<file path="src/rtl/llf_pkg.sv">
// Shared types, register indexes and helpers for the lead-lag filter step block.
// No dependencies.
package llf_pkg;

   typedef struct packed {
      logic               req_type;
      logic signed [31:0] sample_in;
   } llf_req_type;

   typedef struct packed {
      logic signed [31:0] y_out;
      logic signed [31:0] state_out;
   } llf_rsp_type;

   typedef struct packed {
      logic [31:0] gain_k;
      logic [31:0] coef_half_step_over_lag;
      logic [31:0] coef_lag_recip;
      logic [31:0] coef_lead_over_lag;
      logic [31:0] coef_lag_over_lead_minus_one;
      logic [31:0] coef_half_step_over_lead;
      logic [1:0]  step_mode;
      logic [4:0]  slice_count;
   } llf_cfg_type;

   localparam logic [2:0] CSR_GAIN_K       = 3'd0;
   localparam logic [2:0] CSR_HSTEP_LAG    = 3'd1;
   localparam logic [2:0] CSR_LAG_RECIP    = 3'd2;
   localparam logic [2:0] CSR_LEAD_LAG     = 3'd3;
   localparam logic [2:0] CSR_LAG_LEAD_M1  = 3'd4;
   localparam logic [2:0] CSR_HSTEP_LEAD   = 3'd5;
   localparam logic [2:0] CSR_STEP_MODE    = 3'd6;
   localparam logic [2:0] CSR_SLICE_COUNT  = 3'd7;

   localparam logic [1:0] MODE_NORMAL = 2'd0;
   localparam logic [1:0] MODE_SMALL  = 2'd1;
   localparam logic       REQ_STEP    = 1'b0;
   localparam logic       REQ_INIT    = 1'b1;
   localparam logic [31:0] ONE_Q24    = 32'h0100_0000;

   // saturate a wide signed value to 32 bits
   function automatic logic signed [31:0] llf_sat(input logic signed [39:0] v);
      logic signed [31:0] r;
      if (v > 40'sd2147483647) r = 32'sh7FFF_FFFF;
      else if (v < -40'sd2147483648) r = 32'sh8000_0000;
      else r = v[31:0];
      return r;
   endfunction

endpackage

</file>
<file path="src/rtl/llf_mul.sv">
// Shared coefficient multiplier: Q8.24 x Q16.16, round half up, saturate.
// Depends on llf_pkg. Registers the product, then the rounded and saturated result; done follows start.
module llf_mul import llf_pkg::*; (
   input  logic               clock,
   input  logic               reset,
   input  logic               start,
   input  logic [31:0]        coef,
   input  logic signed [31:0] val,
   output logic               done,
   output logic signed [31:0] result
);
   logic signed [63:0] prod_ff;
   logic               v1_ff, v2_ff;
   logic signed [31:0] res_ff;
   logic signed [63:0] rnd;
   logic signed [39:0] shf;

   assign rnd = prod_ff + 64'sd8388608;
   assign shf = rnd[63:24];

   always_ff @(posedge clock) begin
      if (reset) begin
         v1_ff <= 1'b0;
         v2_ff <= 1'b0;
      end else begin
         v1_ff <= start;
         v2_ff <= v1_ff;
      end
      prod_ff <= $signed(coef) * val;
      res_ff  <= llf_sat(shf);
   end

   assign done   = v2_ff;
   assign result = res_ff;
endmodule

</file>
<file path="src/rtl/llf_core.sv">
// Sequencer and datapath of the lead-lag step: slice divider, operand selection,
// filter state. Depends on llf_pkg and llf_mul.
module llf_core import llf_pkg::*; #(
   parameter int MAX_SLICES = 16
) (
   input  logic        clock,
   input  logic        reset,
   input  llf_cfg_type cfg,
   input  logic        in_valid,
   output logic        in_ready,
   input  llf_req_type in_data,
   output logic        out_valid,
   input  logic        out_ready,
   output llf_rsp_type out_data
);
   localparam int NW = $clog2(MAX_SLICES + 1);
   localparam int CW = (NW > 5) ? NW : 5;
   localparam logic [CW-1:0] MAXC = CW'(MAX_SLICES);

   localparam logic [2:0] ST_IDLE  = 3'd0;
   localparam logic [2:0] ST_DIV   = 3'd1;
   localparam logic [2:0] ST_SLICE = 3'd2;
   localparam logic [2:0] ST_ISSUE = 3'd3;
   localparam logic [2:0] ST_WAIT  = 3'd4;
   localparam logic [2:0] ST_FIN   = 3'd5;

   localparam logic [2:0] OP_KX = 3'd0;
   localparam logic [2:0] OP_T  = 3'd1;
   localparam logic [2:0] OP_S  = 3'd2;
   localparam logic [2:0] OP_U  = 3'd3;
   localparam logic [2:0] OP_Y  = 3'd4;
   localparam logic [2:0] OP_Z  = 3'd5;

   logic [2:0]  state_ff, state_in;
   logic [2:0]  op_ff, op_in;
   logic signed [31:0] x_ff, x_in, xi_ff, xi_in, kx_ff, kx_in, t_ff, t_in;
   logic signed [31:0] s_ff, s_in, z_ff, z_in, y_ff, y_in, p_ff, p_in;
   logic        bypass_ff, bypass_in, small_ff, small_in, neg_ff, neg_in;
   logic [NW-1:0] n_ff, n_in, slice_ff, slice_in, rem_ff, rem_in;
   logic [32:0] quo_ff, quo_in, qacc_ff, qacc_in;
   logic [NW:0] racc_ff, racc_in;
   logic [5:0]  cnt_ff, cnt_in;

   logic        mul_start, mul_done;
   logic [31:0] mul_coef;
   logic signed [31:0] mul_val, mul_res;

   logic [CW-1:0] sc_ext;
   logic [NW-1:0] n_calc;
   logic signed [32:0] diff;
   logic [32:0] mag;
   logic [NW:0] rem_sh, rsum;
   logic [32:0] qsum;
   logic signed [39:0] xsum;

   llf_mul u_mul (
      .clock(clock), .reset(reset), .start(mul_start), .coef(mul_coef),
      .val(mul_val), .done(mul_done), .result(mul_res)
   );

   always_comb begin
      sc_ext = CW'(cfg.slice_count);
      if (cfg.slice_count == 5'd0) n_calc = NW'(1);
      else if (sc_ext > MAXC) n_calc = NW'(MAXC);
      else n_calc = NW'(sc_ext);
      diff = {in_data.sample_in[31], in_data.sample_in} - {p_ff[31], p_ff};
      mag  = diff[32] ? 33'(-diff) : 33'(diff);
      rem_sh = {rem_ff, quo_ff[32]};
      rsum = racc_ff + {1'b0, rem_ff};
      qsum = qacc_ff + quo_ff;
      if (rsum >= {1'b0, n_ff}) begin
         rsum = rsum - {1'b0, n_ff};
         qsum = qsum + 33'd1;
      end
      xsum = neg_ff ? (40'(p_ff) - 40'($signed({1'b0, qsum})))
                    : (40'(p_ff) + 40'($signed({1'b0, qsum})));
   end

   always_comb begin
      case (op_ff)
         OP_KX: begin mul_coef = cfg.gain_k; mul_val = xi_ff; end
         OP_T:  begin mul_coef = cfg.coef_half_step_over_lag; mul_val = kx_ff; end
         OP_S:  begin mul_coef = cfg.coef_lag_recip; mul_val = t_ff; end
         OP_U:  begin mul_coef = cfg.coef_lag_over_lead_minus_one; mul_val = s_ff; end
         OP_Y:  begin mul_coef = cfg.coef_lead_over_lag; mul_val = t_ff; end
         default: begin mul_coef = cfg.coef_half_step_over_lead; mul_val = t_ff; end
      endcase
   end

   always_comb begin
      state_in = state_ff; op_in = op_ff;
      x_in = x_ff; xi_in = xi_ff; kx_in = kx_ff; t_in = t_ff;
      s_in = s_ff; z_in = z_ff; y_in = y_ff; p_in = p_ff;
      bypass_in = bypass_ff; small_in = small_ff; neg_in = neg_ff;
      n_in = n_ff; slice_in = slice_ff; rem_in = rem_ff; quo_in = quo_ff;
      qacc_in = qacc_ff; racc_in = racc_ff; cnt_in = cnt_ff;
      mul_start = 1'b0;
      unique case (state_ff)
         ST_IDLE: begin
            if (in_valid) begin
               x_in  = in_data.sample_in;
               xi_in = in_data.sample_in;
               bypass_in = (in_data.req_type == REQ_INIT) || cfg.step_mode[1];
               small_in  = (in_data.req_type != REQ_INIT) && (cfg.step_mode == MODE_SMALL);
               neg_in = diff[32];
               n_in = n_calc;
               op_in = OP_KX;
               if ((in_data.req_type != REQ_INIT) && (cfg.step_mode == MODE_SMALL)) begin
                  quo_in = mag; rem_in = '0; cnt_in = '0;
                  state_in = ST_DIV;
               end else begin
                  state_in = ST_ISSUE;
               end
            end
         end
         ST_DIV: begin
            // restoring divide of |x - prev| by the slice count
            if (rem_sh >= {1'b0, n_ff}) begin
               rem_in = NW'(rem_sh - {1'b0, n_ff});
               quo_in = {quo_ff[31:0], 1'b1};
            end else begin
               rem_in = rem_sh[NW-1:0];
               quo_in = {quo_ff[31:0], 1'b0};
            end
            cnt_in = cnt_ff + 6'd1;
            if (cnt_ff == 6'd32) begin
               qacc_in = '0; racc_in = '0; slice_in = '0;
               state_in = ST_SLICE;
            end
         end
         ST_SLICE: begin
            qacc_in = qsum; racc_in = rsum;
            xi_in = llf_sat(xsum);
            slice_in = slice_ff + NW'(1);
            op_in = OP_KX;
            state_in = ST_ISSUE;
         end
         ST_ISSUE: begin
            mul_start = 1'b1;
            state_in = ST_WAIT;
         end
         ST_WAIT: begin
            if (mul_done) begin
               op_in = op_ff + 3'd1;
               state_in = ST_ISSUE;
               case (op_ff)
                  OP_KX: begin
                     kx_in = mul_res;
                     if (bypass_ff) begin
                        s_in = mul_res; z_in = mul_res; y_in = mul_res;
                        state_in = ST_FIN;
                     end
                  end
                  OP_T: t_in = llf_sat(40'(z_ff) + 40'(mul_res));
                  OP_S: s_in = mul_res;
                  OP_U: t_in = llf_sat(40'(kx_ff) + 40'(mul_res));
                  OP_Y: begin
                     y_in = mul_res;
                     t_in = llf_sat(40'(mul_res) - 40'(s_ff));
                  end
                  default: begin
                     z_in = llf_sat(40'(s_ff) + 40'(mul_res));
                     state_in = (small_ff && (slice_ff != n_ff)) ? ST_SLICE : ST_FIN;
                  end
               endcase
            end
         end
         ST_FIN: begin
            if (out_ready) begin
               p_in = x_ff;
               state_in = ST_IDLE;
            end
         end
         default: state_in = ST_IDLE;
      endcase
   end

   always_ff @(posedge clock) begin
      if (reset) begin
         state_ff <= ST_IDLE;
         s_ff <= '0; z_ff <= '0; p_ff <= '0;
      end else begin
         state_ff <= state_in;
         s_ff <= s_in; z_ff <= z_in; p_ff <= p_in;
      end
      op_ff <= op_in; x_ff <= x_in; xi_ff <= xi_in; kx_ff <= kx_in; t_ff <= t_in;
      y_ff <= y_in; bypass_ff <= bypass_in; small_ff <= small_in; neg_ff <= neg_in;
      n_ff <= n_in; slice_ff <= slice_in; rem_ff <= rem_in; quo_ff <= quo_in;
      qacc_ff <= qacc_in; racc_ff <= racc_in; cnt_ff <= cnt_in;
   end

   assign in_ready  = (state_ff == ST_IDLE);
   assign out_valid = (state_ff == ST_FIN);
   assign out_data.y_out     = y_ff;
   assign out_data.state_out = s_ff;
endmodule

</file>
<file path="src/rtl/lead_lag_filter_step_top.sv">
// Top level of the trapezoidal lead-lag filter step: CSR bank, core, result register.
// Depends on llf_pkg, llf_core, llf_mul.
//
//  channel | direction | handshake            | payload
//  req     | in        | req_valid/req_ready  | llf_req_type (req_type, sample_in)
//  rsp     | out       | rsp_valid/rsp_ready  | llf_rsp_type (y_out, state_out)
//  csr     | in        | csr_valid/csr_ready  | csr_index (3b), csr_wdata (32b)
//
// Each multiply runs on the shared 2-stage multiplier, the core waiting for its done;
// an initialise or large-mode transaction runs only k*x, a normal step the chain of six
// multiplies, a small step a bit-serial divide of the input delta, then n slices of it.
// Reset clears control, filter state and CSRs to their defaults; no clearing pass.
// A finished result waits in the rsp register; the core takes the next req meanwhile
// and holds its own result if rsp is still stalled.
module lead_lag_filter_step_top import llf_pkg::*; #(
   parameter int MAX_SLICES = 16
) (
   input  logic        clock,
   input  logic        reset,
   input  logic        req_valid,
   output logic        req_ready,
   input  llf_req_type req_data,
   output logic        rsp_valid,
   input  logic        rsp_ready,
   output llf_rsp_type rsp_data,
   input  logic        csr_valid,
   output logic        csr_ready,
   input  logic [2:0]  csr_index,
   input  logic [31:0] csr_wdata
);
   llf_cfg_type cfg_ff, cfg_in;
   logic        rsp_valid_ff, rsp_valid_in;
   llf_rsp_type rsp_data_ff, rsp_data_in;
   logic        core_out_valid, core_out_ready;
   llf_rsp_type core_out_data;

   // CSR writes always accepted; software must only write while idle (not enforced here)
   assign csr_ready = 1'b1;

   always_comb begin
      cfg_in = cfg_ff;
      if (csr_valid) begin
         unique case (csr_index)
            CSR_GAIN_K:      cfg_in.gain_k = csr_wdata;
            CSR_HSTEP_LAG:   cfg_in.coef_half_step_over_lag = csr_wdata;
            CSR_LAG_RECIP:   cfg_in.coef_lag_recip = csr_wdata;
            CSR_LEAD_LAG:    cfg_in.coef_lead_over_lag = csr_wdata;
            CSR_LAG_LEAD_M1: cfg_in.coef_lag_over_lead_minus_one = csr_wdata;
            CSR_HSTEP_LEAD:  cfg_in.coef_half_step_over_lead = csr_wdata;
            CSR_STEP_MODE:   cfg_in.step_mode = csr_wdata[1:0];
            CSR_SLICE_COUNT: cfg_in.slice_count = csr_wdata[4:0];
            default:         cfg_in = cfg_ff;
         endcase
      end
   end

   llf_core #(.MAX_SLICES(MAX_SLICES)) u_core (
      .clock(clock), .reset(reset), .cfg(cfg_ff),
      .in_valid(req_valid), .in_ready(req_ready), .in_data(req_data),
      .out_valid(core_out_valid), .out_ready(core_out_ready), .out_data(core_out_data)
   );

   // output register: load when empty or being drained
   assign core_out_ready = !rsp_valid_ff || rsp_ready;

   always_comb begin
      rsp_valid_in = rsp_valid_ff;
      rsp_data_in  = rsp_data_ff;
      if (rsp_valid_ff && rsp_ready) rsp_valid_in = 1'b0;
      if (core_out_valid && core_out_ready) begin
         rsp_valid_in = 1'b1;
         rsp_data_in  = core_out_data;
      end
   end

   always_ff @(posedge clock) begin
      if (reset) begin
         cfg_ff.gain_k <= ONE_Q24;
         cfg_ff.coef_half_step_over_lag <= '0;
         cfg_ff.coef_lag_recip <= ONE_Q24;
         cfg_ff.coef_lead_over_lag <= ONE_Q24;
         cfg_ff.coef_lag_over_lead_minus_one <= '0;
         cfg_ff.coef_half_step_over_lead <= '0;
         cfg_ff.step_mode <= MODE_NORMAL;
         cfg_ff.slice_count <= 5'd1;
         rsp_valid_ff <= 1'b0;
      end else begin
         cfg_ff <= cfg_in;
         rsp_valid_ff <= rsp_valid_in;
      end
      rsp_data_ff <= rsp_data_in;
   end

   assign rsp_valid = rsp_valid_ff;
   assign rsp_data  = rsp_data_ff;
endmodule

</file>
<file path="config.mk">
export PLATFORM = sky130hd
export DESIGN_NAME = lead_lag_filter_step_top
export DESIGN_NICKNAME = d
export VERILOG_FILES = /design/src/rtl/llf_pkg.sv /design/src/rtl/llf_mul.sv /design/src/rtl/llf_core.sv /design/src/rtl/lead_lag_filter_step_top.sv
export SDC_FILE = /design/constraint.sdc
export NUM_CORES = 2
export LEC_CHECK = 0
export BUFFER_PORTS_ARGS = -buffer_cell sky130_fd_sc_hd__clkbuf_2
export CAP_MARGIN = 20
export CORE_MARGIN = 1
export CORE_UTILIZATION = 35
export CTS_CLUSTER_SIZE = 30
export DETAILED_ROUTE_END_ITERATION = 6
export GPL_ROUTABILITY_DRIVEN = 0
export PLACE_DENSITY = 0.6
export SKIP_CTS_REPAIR_TIMING = 1
export SLEW_MARGIN = 20
export SYNTH_ARGS = -nofsm -noshare
export SYNTH_HDL_FRONTEND = slang
export SYNTH_SLANG_ARGS = --single-unit
</file>
<file path="constraint.sdc">
create_clock -name clock -period 19.5 [get_ports clock]
set_input_delay 5.85 -clock clock [delete_from_list [all_inputs] [get_ports clock]]
set_output_delay 5.85 -clock clock [all_outputs]
set_load 0.005 [all_outputs]
</file>
After elaboration in Yosys (flattened, before gate mapping)
Cells that the tools add are included.
- bits in registers: 720
- input port bits: 73
- word-level logic and storage cells: 194
- add/sub/neg operators: 17
- $mul: 1
- $lt $le $gt $ge: 15
- eq/ne operators: 25
- multiplexer cells: 57
- bitwise operators: 2
- reduce and logical (&&, ||, !) cells: 41
- operators with widths (kind ; count):
    $mux W32 ; 13
    $pmux W32 S2 ; 4
    $gt A40 B32 Y1 const B ; 6
    $lt A40 B32 Y1 const B ; 6
    $pmux W32 S3 ; 2
    $mux W33 ; 5
    $pmux W32 S5 ; 1
    $pmux W33 S2 ; 2
    $add A32 B32 Y33 ; 3
    $sub A32 B32 Y33 ; 2
    $add A64 B25 Y64 const B ; 1
    $mul A32 B32 Y64 ; 1
    $mux W40 ; 1
    $add A32 B34 Y35 ; 1
    $sub A32 B34 Y35 ; 1
    $add A33 B1 Y33 const B ; 1
    $add A33 B33 Y33 ; 1
    $neg A33 Y33 ; 1
    $mux W5 ; 5
    $mux W3 ; 8
    $mux W6 ; 4
    $pmux W6 S2 ; 2
    $reduce_and A2 Y1 ; 12
    $eq A3 B3 Y1 const B ; 7
    33 further kinds ; 68

Depth between registers and ports, before layout
- depth in word-level cells: 9
- gate-level depth with buffers: 43
- gate-level depth less buffers: 37

Hierarchy
Synthesis repeated with hierarchy kept, for this count alone.
- cells, all modules: 8524
- area, all modules: 79357.4 sq um
- modules (own cells, without submodules) (module ; instances ; cells an instance ; area each (sq um) ; seq. area each (sq um)):
    llf_mul ; 1 ; 4039 ; 38249.2 ; 1501.4
    llf_core ; 1 ; 3720 ; 31368.8 ; 9759.4
    lead_lag_filter_step_top ; 1 ; 765 ; 9739.3 ; 5925.7

Worst setup path after synthesis
OpenSTA, ideal clock, no wires.
- kind: register to register
- start: register u_core.op_ff[0]
- end: register u_core.u_mul.prod_ff[62]
- library setup time: 0.123 ns
- data arrival time: 10.242 ns
- data required time: 19.377 ns
- slack: 9.134 ns
- stages on the path, launching flop included: 42
- clock period less this slack: 10.366 ns
- cells stage by stage: edfxtp_1 > inv_1 > ha_1 > clkbuf_1 > clkbuf_1 > and2_1 > clkbuf_1 > clkbuf_1 > clkbuf_1 > a222oi_1 > o21ai_0 > mux2_2 > clkbuf_1 > nand2_1 > fa_1 > inv_1 > fa_1 > inv_1 > (+6 left out) > inv_1 > fa_1 > fa_1 > ha_1 > a21o_1 > a21o_1 > a21oi_1 > o21ai_0 > a21o_1 > o31ai_1 > o41ai_1 > o41a_1 > a221o_1 > a21oi_1 > nor2_1 > o31ai_1 > a21oi_1 > xor2_1
- longest elaborated chain between the ends: 3
- elaborated cells between the ends (all ways): 8
- those cells by class: mul (1); eq/ne (4); mux (2); reduce/logical (1)
- RTL lines (what ; line ; RTL):
    start, declared ; llf_core.sv:35 ; logic [2:0] op_ff, op_in;
    start signal, assigned ; llf_core.sv:186 ; op_ff <= op_in; x_ff <= x_in; xi_ff <= xi_in; kx_ff <= kx_in; t_ff <= t_in;
    $eq A3 B3 Y1, or another cell as far along ; llf_core.sv:80 ; case (op_ff)
    $pmux W32 S5 / $pmux W32 S3 (equally long branches) ; llf_core.sv:80 ;
    $mul A32 B32 Y64 (*) ; llf_mul.sv:29 ; prod_ff <= $signed(coef) * val;
    end signal, assigned ; llf_mul.sv:29 ;
    end, declared ; llf_mul.sv:12 ; logic signed [63:0] prod_ff;
Mark *: on every way between the ends. The rest lies on a longest branch, timed or not.
A chain may end at the register's enable or synchronous reset.

Worst setup path after layout
Ends and elaborated chain as after synthesis.

==> metrics.csv <==
stage,metric,value,unit
grt,grt_max_degree,105,
finish,nFillCells,21682,
grt,via_count_of_the_first_global_routing_pass,64242,
synth,synth_cells,8720,
detailed_routing,drcViolationCount,2,
sta,timing.final.max_slew_violations,0,
synth,synth_largest_area_cell,fa_1,
floorplan,fp.coreArea,218000,sq um
detailed_routing,wl_per_cell,21.2,microns
sta,setup-violations-final,0,
grt,initial_antenna_violation_count,18,
setup_path,worstSetupEndpointType,flop,
synth,syn-mean-instance-area,8.85,sq um
synth,synthesis.nets,10319,
detailed_routing,route.final.wire_length,245,mm
clock_tree,number_of_levels_in_the_clock_h_tree,3,
sta,timing.setup.tns,0,ns
setup_path,worstPathRequired,20.08,ns
grt,grt_overflow_total,0,
floorplan,die_w,471,microns
clock_tree,clk_pin_slew,0.06,ns
finish,num-nets-final,10239,
setup_path,cp_slowest_stage_delay,0.73,ns
synth,ys_async_sr_fraction,0,%
setup_path,reg2reg_slack,7.54,ns
sta,hold_violations,0,
setup_path,critPathArrivalTime,12.54,ns
setup_path,critical_path.startpoint_type,flop,
grt,grt_first_pass_wirelength,378,mm
synth,edff_count_synth,323,
synth,yosysWarningCount,0,
floorplan,dieHeight,471,microns
setup_path,timing.critical_path.slowest_stage_cell,o31ai_2,
detailed_routing,routed-via-count,62283,
placement,buffer_ports.inserted,138,
sta,finalCritPeriodShare,61.4,%
run_status,outcome,finished with violations,
synth,synth_area,77100,sq um
detailed_routing,ant_nets,0,
synth,synth.top_cell.area_share,28.3,%
sta,unrepaired_setup_endpoints_after_global_routing,false,
sta,worst_slew_margin_rel,23.9,%
synth,yosys.cell_types.count,108,
synth,synth_top_cells_by_area,"fa_1 (28%), edfxtp_1 (13%), dfxtp_1 (9.7%), nand2_1 (7.4%), ha_1 (7.1%)",
sta,finClkSkew,0.0830,ns
clock_tree,clkSinkCount,697,
placement,detailed_place_hpwl,186,mm
clock_tree,clkLatencyLatePin,0.74,ns
sta,fmax,83.6,MHz
synth,synthFlopType,dfxtp_1,
finish,final_cell_mix,"nand2_1 (1,509), inv_1 (1,348), fa_1 (1,091), a21oi_1 (580), nor2_1 (469)",
pwr,finalPower,12.8,mW
finish,seq_area,17200,sq um
floorplan,ioPinCount,140,
clock_tree,tritoncts.num_buffers,81,
run_status,violations,DRC,
finish,layout.cells.most_common,nand2_1,
floorplan,die_area,222000,sq um
detailed_routing,firstDrtPassIters,7,
floorplan,row_count,171,
min_path,holdCritPathClass,reg2reg,
floorplan,start_util,35.4,%
clock_tree,clk_path_buf_depth,3,
grt,grtUsageTotal,22.0,%
setup_path,critical_path_peak_fanout,47,
synth,sequential_area_share_after_synthesis,22.3,%
setup_path,cp_common_cell,fa_1,
clock_tree,cts_tree,yes,
detailed_routing,vias_per_cell,5.38,
sta,worst-slew-pin-transition,1.13,ns
pwr,p_leak,35.7,nW
pwr,power-per-cell-area,153,nW/um^2
setup_path,path_class,reg2reg,
job,max-cap-violations,0,
clock_tree,cts_root_buffer,clkbuf_16,
finish,area_of_the_multi_input_gates,53500,sq um
min_path,hp-start,u_core.y_ff[28],
setup_path,timing.critical_path.from,u_core.op_ff[0],
sta,final_period_minus_worst_setup_slack,11.96,ns
finish,share_of_layout_cells_above_drive_strength_1,6.49,%
pwr,peakVddDrop,0.132,mV
finish,area_growth_from_synthesis_to_layout,8.57,%
setup_path,timing.rr.start,u_core.op_ff[0],
detailed_routing,drt_iter0_markers,5176,
synth,postSynthRegisterBits,697,
-- final timing paths --
path,end,cells after the start
min reg2reg,rsp_data[60],0
min,rsp_data[60],0
max,u_core.u_mul.prod_ff[62],38
max reg2reg,u_core.u_mul.prod_ff[62],38
-- cell usage after synthesis (86+ instances only) --
library cell     n
nor2b_1        101
o21ai_0        266
nand3_1         86
edfxtp_1       323
and2_1         153
fa_1          1091
nor3_1         100
nor2_1         474
nand2_1       1511
clkbuf_1       388
xnor2_1        224
inv_1         1349
xor2_1         137
dfxtp_1        374
a21o_1         123
ha_1           435
a21oi_1        581
-- area by class of cell --
class	count	share of cell area, %
Multi-Input combinational cell	6248	63.8
Inverter	1350	6.05
Clock inverter	56	0.734
Timing Repair Buffer	262	1.95
Antenna cell	7	0.0209
Tap cell	2854	4.26
Sequential cell	697	20.5
Clock buffer	95	2.61
-- critical path, delay by kind of cell (launching register included) --
family / cells / cell delay (ns)
xor gates and xnor gates: 1 / 0.16
AOI/OAI and AO/OA: 14 / 3.54
DFF: 1 / 0.51
adders and majority gates: 10 / 4.62
and+or+nand+nor: 3 / 0.73
buffers and inverters: 10 / 2.14
-- through the flow --
step | instance area (sq um) | hold slack (ns) | cells | worst slack, ns | utilization [%]
floorplan | 77100 | 0.400 | 8720 | 9.13 | -
global placement | 80900 | 0.405 | 11411 | 7.58 | 37.1
detailed placement | 80900 | 0.405 | 11411 | 7.64 | 37.1
CTS | 83700 | 0.419 | 11562 | 7.61 | 38.4
global route | 83700 | 0.425 | 11566 | 7.17 | 38.4
finish | 83800 | 0.413 | 11569 | 7.54 | 38.4
-- per-layer routing --
metal,GRT usage (%),vias up,share of wire (%)
met5,0,-,0.037
met4,9.12,14,4.3
met3,4.26,534,8.3
met2,35.9,2500,46
met1,28.5,31193,41
li1,-,28042,-
-- state kept, by name (all words and copies together), names as in the netlist, 3 cells and up --
register / flops
u_core.xi_ff: 32
u_core.n_ff: 5
u_core.z_ff: 32
u_core.quo_ff: 33
u_core.rem_ff: 5
cfg_ff: 199
u_core.u_mul.prod_ff: 41
u_core.t_ff: 32
u_core.state_ff: 3
rsp_data: 64
u_core.u_mul.result: 32
u_core.racc_ff: 6
u_core.cnt_ff: 6
u_core.x_ff: 32
u_core.slice_ff: 5
u_core.kx_ff: 32
u_core.qacc_ff: 33
u_core.y_ff: 32
u_core.op_ff: 3
u_core.p_ff: 32
u_core.s_ff: 32
-- where the power goes --
part	internal, mW	total, mW	switching (mW)
Sequential	1.92	2.22	0.300
Clock	0.912	1.61	0.700
Combinational	3.29	8.97	5.68
Total	6.12	12.8	6.68
-- cell families (layout without fill, tap and decap cells) --
| kind of cell | Yosys count | in the layout | share of synthesized area (%) |
|---|---|---|---|
| other cells | 1 | 8 | 0.00486 |
| buf+inv | 1775 | 1763 | 8.69 |
| mux | 60 | 60 | 0.852 |
| flops | 697 | 697 | 22.3 |
| xor+xnor | 365 | 365 | 4.19 |
| simple gates | 2720 | 2720 | 15.6 |
| compound gates | 1572 | 1572 | 13.0 |
| fa+ha+maj | 1530 | 1530 | 35.4 |
Power figures use the tool's default switching activity.
